[src/design/gns_lerp.sv]
module gns_lerp (
  input  logic        clk,
  input  logic        en,
  input  logic [15:0] a,
  input  logic [15:0] b,
  input  logic [15:0] f,
  output logic [15:0] y
);

  logic [15:0] a_r;
  logic [15:0] d_r;
  logic [15:0] f_r;
  logic        gt_r;
  logic [15:0] y_r;

  logic        gt_nxt;
  logic [16:0] diff_nxt;
  logic [31:0] prod;
  logic [15:0] y_nxt;

  always_comb begin
    gt_nxt   = $signed(b) > $signed(a);
    diff_nxt = gt_nxt ? ({b[15], b} - {a[15], a}) : ({a[15], a} - {b[15], b});
    prod     = 32'(d_r) * (32'(f_r) + 32'd1);
    y_nxt    = gt_r ? (a_r + prod[31:16]) : (a_r - prod[31:16]);
  end

  always_ff @(posedge clk) begin
    if (en) begin
      a_r  <= a;
      d_r  <= diff_nxt[15:0];
      f_r  <= f;
      gt_r <= gt_nxt;
      y_r  <= y_nxt;
    end
  end

  assign y = y_r;

endmodule
[config.mk]
export PLATFORM = sky130hd
export DESIGN_NAME = gns_lerp
export DESIGN_NICKNAME = d
export VERILOG_FILES = /design/src/design/gns_lerp.sv
export SDC_FILE = /design/constraint.sdc
export NUM_CORES = 1
export LEC_CHECK = 0
export ABC_AREA = 0
export BUFFER_PORTS_ARGS = -buffer_cell sky130_fd_sc_hd__buf_4
export CAP_MARGIN = 25
export CORE_MARGIN = 5
export CORE_UTILIZATION = 59
export CTS_CLUSTER_SIZE = 30
export DETAILED_ROUTE_END_ITERATION = 8
export GPL_ROUTABILITY_DRIVEN = 0
export GPL_TIMING_DRIVEN = 0
export HOLD_SLACK_MARGIN = 0.05
export PLACE_DENSITY_LB_ADDON = 0.3
export SLEW_MARGIN = 20
export SYNTH_ARGS = -nofsm -noshare
export SYNTH_HDL_FRONTEND = slang
export SYNTH_SLANG_ARGS = --single-unit
[constraint.sdc]
create_clock -name clk -period 9.2 [get_ports clk]
set_clock_uncertainty 0.15 [all_clocks]
set_input_delay 1.84 -clock clk [delete_from_list [all_inputs] [get_ports clk]]
set_output_delay 1.84 -clock clk [all_outputs]
set_load 0.01 [all_outputs]
# Yosys cells after proc, flatten, opt, wreduce, memory -nomap -nowiden
# Index checks and enable logic that the tools add are counted.
# totals
reg_bits,65
output_inout_bits,16
# classes
magnitude_cmp,1
n_mux,2
n_mul,1
n_addsub,5
# ops
operator,n
subtractor 16 bit,3
multiplier 16 x 17 -> 32 bit,1
2-to-1 mux 16 bit,2
"adder 16 x 1 -> 17 bit, second input constant",1
adder 16 bit,1
> comparator 16 bit,1

# Logic depth before layout (Yosys ltp)
# Gate-level depths: netlist of run 1.
# logic_depth
ltp_word,4
mapped_depth,41
mapped_depth_nobuf,40

# Worst setup path before layout of run 1
# OpenSTA, ideal clock, no wires.
# synth_path
kind,reg-to-reg
startpoint,register f_r[0]
endpoint,"register y_r[14], in the netlist y[14], data pin"
arrival_ps,8781
path_stages_with_launch,36
synth_period_minus_slack_ps,9188
slack_ps,12
n_path_buf,1
cell_sequence,edfxtp_1 -> nand3_1 -> nor2_1 -> and3_1 -> xor2_1 -> clkbuf_1 -> nand2_1 -> fa_1 -> fa_1 -> fa_1 -> inv_1 -> fa_1 -> fa_1 -> inv_1 -> fa_1 -> inv_1 -> ha_1 -> or3_1 -> o211ai_1 -> a21oi_1 -> or3_1 -> and2_1 -> inv_1 -> ha_1 -> mux2_2 -> fa_1 -> a21o_1 -> a21oi_1 -> o21bai_1 -> a21oi_1 -> o21bai_1 -> a211oi_1 -> o21ai_0 -> a31o_2 -> a21oi_1 -> xnor2_1
# synth_via
elab_chain_cells,4
elab_cells_between_ends,5
cone_classes,add/sub: 3; mul: 1; mux: 1
# synth_rtl
item,line_no,source
"start, declared",12,logic [15:0] f_r;
"start signal, assigned",32,f_r <= f;
adder 16 x 1 -> 17 bit *,24,prod = 32'(d_r) * (32'(f_r) + 32'd1);
multiplier 16 x 17 -> 32 bit *,24,
subtractor 16 bit or adder 16 bit (tied branches),25,y_nxt = gt_r ? (a_r + prod[31:16]) : (a_r - prod[31:16]);
2-to-1 mux 16 bit *,25,
net y_nxt[14],19,logic [15:0] y_nxt;
"end signal, assigned",34,y_r <= y_nxt;
"end, declared",14,logic [15:0] y_r;
# Mark *: on every way through the listed nets, which the timed path passes. The rest lies on a longest branch.
# A chain may end at the register's enable or synchronous reset.

# Worst setup path after layout of run 1
# layout_path
startpoint,register f_r[8]
endpoint,"register y_r[15], in the netlist y[15], data pin"
# The elaborated chain is that of the path after synthesis.

==> results of run 1 <==
[Yosys cell counts (all sizes together) (3+ instances only)]
cell | count | area [um^2]
or3 | 5 | 31.28
ha | 148 | 1852
a21o | 29 | 219.0
a21oi | 44 | 224.0
edfxtp | 65 | 1952
o311ai | 3 | 33.79
a211oi | 9 | 77.57
buf | 7 | 32.53
mux2i | 7 | 70.07
nor2 | 42 | 157.7
o21a | 5 | 37.54
clkbuf | 42 | 157.7
nand2 | 180 | 675.7
xor2 | 22 | 192.7
fa | 209 | 4184
o21ai | 33 | 165.2
a31oi | 9 | 71.32
nor3 | 7 | 40.04
o211ai | 4 | 30.03
nand2b | 10 | 70.06
nand4 | 9 | 56.30
nor2b | 19 | 118.9
a211o | 3 | 27.53
o31ai | 5 | 37.54
xnor2 | 56 | 490.5
inv | 292 | 1096
a311oi | 3 | 26.28
and3 | 9 | 58.80
nand3 | 15 | 75.07
and2 | 107 | 669.4
o21bai | 7 | 52.55
[state kept, by name (all words and copies together), names as in the netlist]
register and cells:
d_r 16, f_r 16, a_r 16, gt_r 1
y 16
[worst paths after layout]
kind                              from  endpoint  slack (ps)  cells past startpoint
worst max-delay path            f_r[8]     y[15]        -680                     37
worst min-delay path            a_r[0]      y[0]         460                      1
worst min register to register  a_r[0]      y[0]         460                      1
worst max register to register  f_r[8]     y[15]        -680                     37
[through the flow]
step | area (um^2) | TNS, ps | hold slack, ps | setup slack [ps] | util
6_report | 16070 | -2240 | 461.1 | -682.1 | 0.7319
5_1_grt | 16070 | -3570 | 471.1 | -841.9 | 0.7316
4_1_cts | 15470 | -282.1 | 413.8 | -282.1 | 0.7047
3_5_place_dp | 14110 | -13850 | 411.2 | -1919 | 0.6426
3_3_place_gp | 14110 | -12070 | 405.7 | -1761 | 0.6426
2_1_floorplan | 13270 | 0 | 375.7 | 11.85 | -
[cell families after synthesis]
family,share of synthesized area
AOI/OAI and AO/OA,0.09164
xor gates and xnor gates,0.05148
adders and majority gates,0.4548
buffers and inverters,0.09692
DFF,0.1471
muxes,0.007259
and+or+nand+nor,0.1508
[timing repair]
action / 4_1_cts / 5_1_grt
pin swaps: 56 / 74
gates resized for setup: 114 / 89
buffers inserted: 60 / 30
setup endpoints to repair: 14 / 9
endpoints found under the hold margin: 0 / 0
[area by class of cell]
cell class,count,share of cell area
antenna,2,0.0003114
buffer,46,0.01845
clock buffer,9,0.01401
clock inverter,7,0.007786
inverter,292,0.06820
multi-input combinational,1027,0.6722
sequential,65,0.1215
tap,280,0.02180
timing repair buffer,154,0.07576
[layer usage]
layer	wire length [um]	track usage	up-vias
met1	13800	0.3388	5543
met5	0	0	-
met3	3766	0.04897	250
met2	19790	0.5094	704
met4	3144	0.1553	0
li1	-	-	4824
==> out/metrics.yaml, run 1 <==
timing:
  drv_slew: 0
  fin_ws_ps: -682.1
  rsz0062_at_grt: "yes"
  timing.fmax_mhz: 101.2
  min_period_over_period: 1.074
  layout_min_cycle_time_ps: 9882
  setup_viol: 7
  hold_viol: 0
  worst_pin_slew_ps: 837.9
  slew_headroom: 0.4414
global_routing:
  grt_pass1_wl_um: 59370
  antenna_found_initial: 1
  overflow: 0
  grt_max_degree: 66
  grt_pass1_vias: 11712
  grt_use_total: 0.2897
finish:
  drive_above_1_share: 0.1913
  nets: 2002
  seq_area_mm2: 0.001952
  multi_input_area_mm2: 0.01080
  final_common_cell: "inv_1"
  final_cell_mix: "inv_1 (285), fa_1 (202), nand2_1 (173)"
  fin_cells: 1882
  syn2layout_area_growth_pct: 21.09
  fillers: 1426
synth:
  synthesis.area_mm2: 0.01327
  ys_ff_latch: 65
  synth_edf_count: 65
  mappedNetlistNets: 1840
  async_reset_ff_frac: 0
  syn_inst: 1433
  yosys_warnings: 0
  synth_flop_cell: "edfxtp_1"
  syn_avg_cell_area_um2: 9.261
  synth-seq-area-share: 0.1471
  ys_types: 63
floorplan:
  initial_utilization: 0.6044
  die_y_um: 160.0
  fp.dieW_um: 160.0
  dieArea_mm2: 0.02559
  io-pin-count: 66
  coreArea_mm2: 0.02196
  fp-row-count: 54
routing:
  drt_iter0_markers: 1003
  vias: 11321
  route.detailed.drc: 0
  wl_per_cell_um: 21.52
  drt_wl_total_um: 40500
  drt-pass1-iter-count: 5
  routed_via_density: 6.015
  ant_nets: 0
worst_setup_path:
  critPathMostFrequentCell: "fa_1"
  critPathTopFamily: "adder cells"
  required_ps: 9120
  max_stage_delay_ps: 650
  crit_buf_inv: 5
  cp-end-kind: "flop"
  cp_max_fo: 9
  cp_slowest_cell: "fa_1"
  critPathKind: "flop to flop"
  cp-start-kind: "flop"
  worstPathArrival_ps: 9800
placement:
  hpwl_um: 26860
  dp.cells: 1778
  port_buffers: 65
clock_tree:
  clk_latency_ps: 350
  cts_sinks: 65
  htreeDepth: 3
  cts_buffers: 9
  cts_root_buf: "clkbuf_16"
  cts_buffer_depth: 2
  cts_tree: "yes"
  cts_hold_buf: 0
  clk_pin_slew_worst_paths_ps: 70
run_status:
  violations: "negative setup slack"
  outcome: "finished, violations left"
hold_path:
  hp-class: "flop to flop"
job:
  max-cap-violations: 0
Power of run 1 is not shown: default switching activity piles up to over one toggle a cycle in this logic, so the estimate is an artifact.
==> inputs of run 2 (changes only) <==
--- a/config.mk
+++ b/config.mk
@@ -5,17 +5,18 @@
 export SDC_FILE = /design/constraint.sdc
 export NUM_CORES = 1
 export LEC_CHECK = 0
-export ABC_AREA = 0
+export ABC_AREA = 1
 export BUFFER_PORTS_ARGS = -buffer_cell sky130_fd_sc_hd__buf_4
 export CAP_MARGIN = 25
 export CORE_MARGIN = 5
-export CORE_UTILIZATION = 59
+export CORE_UTILIZATION = 50
 export CTS_CLUSTER_SIZE = 30
 export DETAILED_ROUTE_END_ITERATION = 8
 export GPL_ROUTABILITY_DRIVEN = 0
 export GPL_TIMING_DRIVEN = 0
 export HOLD_SLACK_MARGIN = 0.05
 export PLACE_DENSITY_LB_ADDON = 0.3
+export SKIP_LAST_GASP = 1
 export SLEW_MARGIN = 20
 export SYNTH_ARGS = -nofsm -noshare
 export SYNTH_HDL_FRONTEND = slang
==> run 2 against run 1 <==
Against the previous run: the run now ends clean; register-to-register slack improved by 990 ps; clock-buffer cell count unchanged; via count up 7.6%; setup slack better by 990 ps; cell count is 25% higher; core utilization down 16 points; final area down 0.56%; sequential cell count stayed put; non-clock buffer count shrank 70; routed wire length shrank 7.3%; critical path type unchanged.
==> out/metrics.yaml, run 2 <==
clock_tree:
  htreeDepth: 3  # unchanged
  cts_buffer_depth: 2  # unchanged
  clk_pin_slew_worst_paths_ps: 70  # about the same
  cts_sinks: 65  # unchanged
  clk_latency_ps: 350  # about the same
  cts_root_buf: "clkbuf_16"
  cts_buffers: 9  # unchanged
  cts_tree: "yes"
  cts_hold_buf: 0  # unchanged
synth:
  synth.most_common_cell: "nand2_1"
  synth_flop_cell: "edfxtp_1"
  ys_top_cells_by_area: "fa_1 (29%), edfxtp_1 (14%), ha_1 (13%), nand2_1 (13%), inv_1 (12%)"
  syn_inst: 1879  # +31%
  synth_common_cells: "nand2_1 (482), inv_1 (445), fa_1 (209)"
  mappedNetlistNets: 2286  # +24%
  ys_ff_latch: 65  # unchanged
  synth-seq-area-share: 0.1370  # -0.01004
  ys_types: 50  # -21%
  async_reset_ff_frac: 0  # unchanged
  synth_edf_count: 65  # unchanged
  synth_top_cell_by_area: "fa_1"
  syn_avg_cell_area_um2: 7.580  # -18%
  synthesis.area_mm2: 0.01424  # +7.3%
  yosysTopAreaCellShare: 0.2937  # -0.02152
  yosys_warnings: 0  # unchanged
floorplan:
  dieArea_mm2: 0.03196  # +25%
  fp-row-count: 61  # +13%
  fp.dieW_um: 178.8  # +12%
  io-pin-count: 66  # unchanged
  coreArea_mm2: 0.02793  # +27%
  initial_utilization: 0.5099  # -0.09449
  die_y_um: 178.8  # +12%
placement:
  port_buffers: 65  # unchanged
  dp.cells: 2322  # +31%
  hpwl_um: 31330  # +17%
  pre_cts_slack_ps: -790.4  # +1129 ps
worst_setup_path:
  cp_max_fo: 9  # unchanged
  critPathMostFrequentCell: "fa_1"
  max_stage_delay_ps: 600  # -50 ps
  worstPathArrival_ps: 8850  # -950 ps
  required_ps: 9150  # +30 ps
  cp_slowest_cell: "xor2_2"
  critPathKind: "flop to flop"
  cp-end-kind: "flop"
  cp-start-kind: "flop"
timing:
  worst_pin_slew_ps: 812.8  # -25.09 ps
  layout_min_cycle_time_ps: 8896  # -986.0 ps
  rsz0062_at_grt: "yes"
  fin_ws_ps: 303.9  # +986.0 ps
  timing.fmax_mhz: 112.4  # +11%
  min_period_over_period: 0.9670  # -0.1072
  slew_headroom: 0.4581  # +0.01673
  setup_viol: 0  # -7
  hold_viol: 0  # unchanged
  whs_ps: 431.8  # -29.29 ps
  drv_slew: 0  # unchanged
global_routing:
  antenna_found_initial: 0  # -1
  overflow: 0  # unchanged
  grt_max_degree: 66  # unchanged
  grt_use_total: 0.2429  # -0.04673
  grt_pass1_wl_um: 61070  # +2.9%
  grt_pass1_vias: 12439  # +6.2%
job:
  max-cap-violations: 0  # unchanged
finish:
  final_cell_mix: "nand2_1 (473), inv_1 (439), fa_1 (205)"
  syn2layout_area_growth_pct: 12.19
  utilization: 0.5721  # -0.1598
  drive_above_1_share: 0.1071  # -0.08413
  fillers: 2600  # +82%
  seq_area_mm2: 0.001952  # unchanged
  final_common_cell: "nand2_1"
  multi_input_area_mm2: 0.01062  # -1.7%
  diodes: 0  # -2
  fin_cells: 2357  # +25%
  nets: 2381  # +19%
routing:
  route.detailed.drc: 0  # unchanged
  drt_wl_total_um: 37530  # -7.3%
  ant_nets: 0  # unchanged
  wl_per_cell_um: 15.92  # -26%
  drt-pass1-iter-count: 5  # unchanged
  drt_iter0_markers: 983  # -2.0%
  vias: 12186  # +7.6%
  routed_via_density: 5.170  # -14%
hold_path:
  hp-class: "flop to flop"
run_status:
  outcome: "completed"
[run 2: worst paths after layout]
kind / start / to / slack [ps] / cells past startpoint
setup / recovery: f_r[0] / y[12] / 300 / 37
hold / removal: a_r[0] / y[0] / 430 / 1
setup reg to reg: f_r[0] / y[12] / 300 / 37
hold reg to reg: a_r[0] / y[0] / 430 / 1
[run 2: per-layer routing]
| metal | GRT usage | wire [um] |
|---|---|---|
| met1 | 0.2994 | 14850 |
| met2 | 0.4211 | 18490 |
| met3 | 0.04555 | 2708 |
| met4 | 0.09562 | 1486 |
| met5 | 0 | 0 |
[run 2: layout make-up]
cell class / count / share of cell area
repair buffers: 85 / 0.03993
plain buffers: 45 / 0.01433
multi-input cells: 1305 / 0.6647
clock buffers: 9 / 0.01409
well taps: 378 / 0.02960
clock inverters: 7 / 0.004854
flip-flops and latches: 65 / 0.1221
inverters: 463 / 0.1104
[run 2: logic make-up after synthesis]
| group | after synthesis | synth area share |
|---|---|---|
| adders and majority gates | 357 | 0.4238 |
| xor gates and xnor gates | 59 | 0.03725 |
| buffers and inverters | 509 | 0.1364 |
| AOI/OAI and AO/OA | 132 | 0.05209 |
| DFF | 65 | 0.1370 |
| and+or+nand+nor | 757 | 0.2135 |
[run 2: metrics by stage]
stage	setup TNS, ps	instance area, um^2
after detailed placement	-4904	15200
after CTS	0	15610
after floorplan	0	14240
after global placement	-3543	15200
after global routing	-330.5	15980
final	0	15980
[run 2: critical path, delay by kind of cell (launching register included)]
family | cells | cell delay [ps]
AOI/OAI and AO/OA | 5 | 780
xor gates and xnor gates | 4 | 1050
buffers and inverters | 7 | 1050
and+or+nand+nor | 11 | 1150
adders and majority gates | 10 | 4020
DFF | 1 | 460
[run 2: timing repair]
item | 4_1_cts | 5_1_grt
pin swaps | 2 | 25
buffers inserted | 2 | 18
resized for setup | 26 | 72
setup endpoints to repair | 11 | 11
Power of run 2 is left out for the same reason.
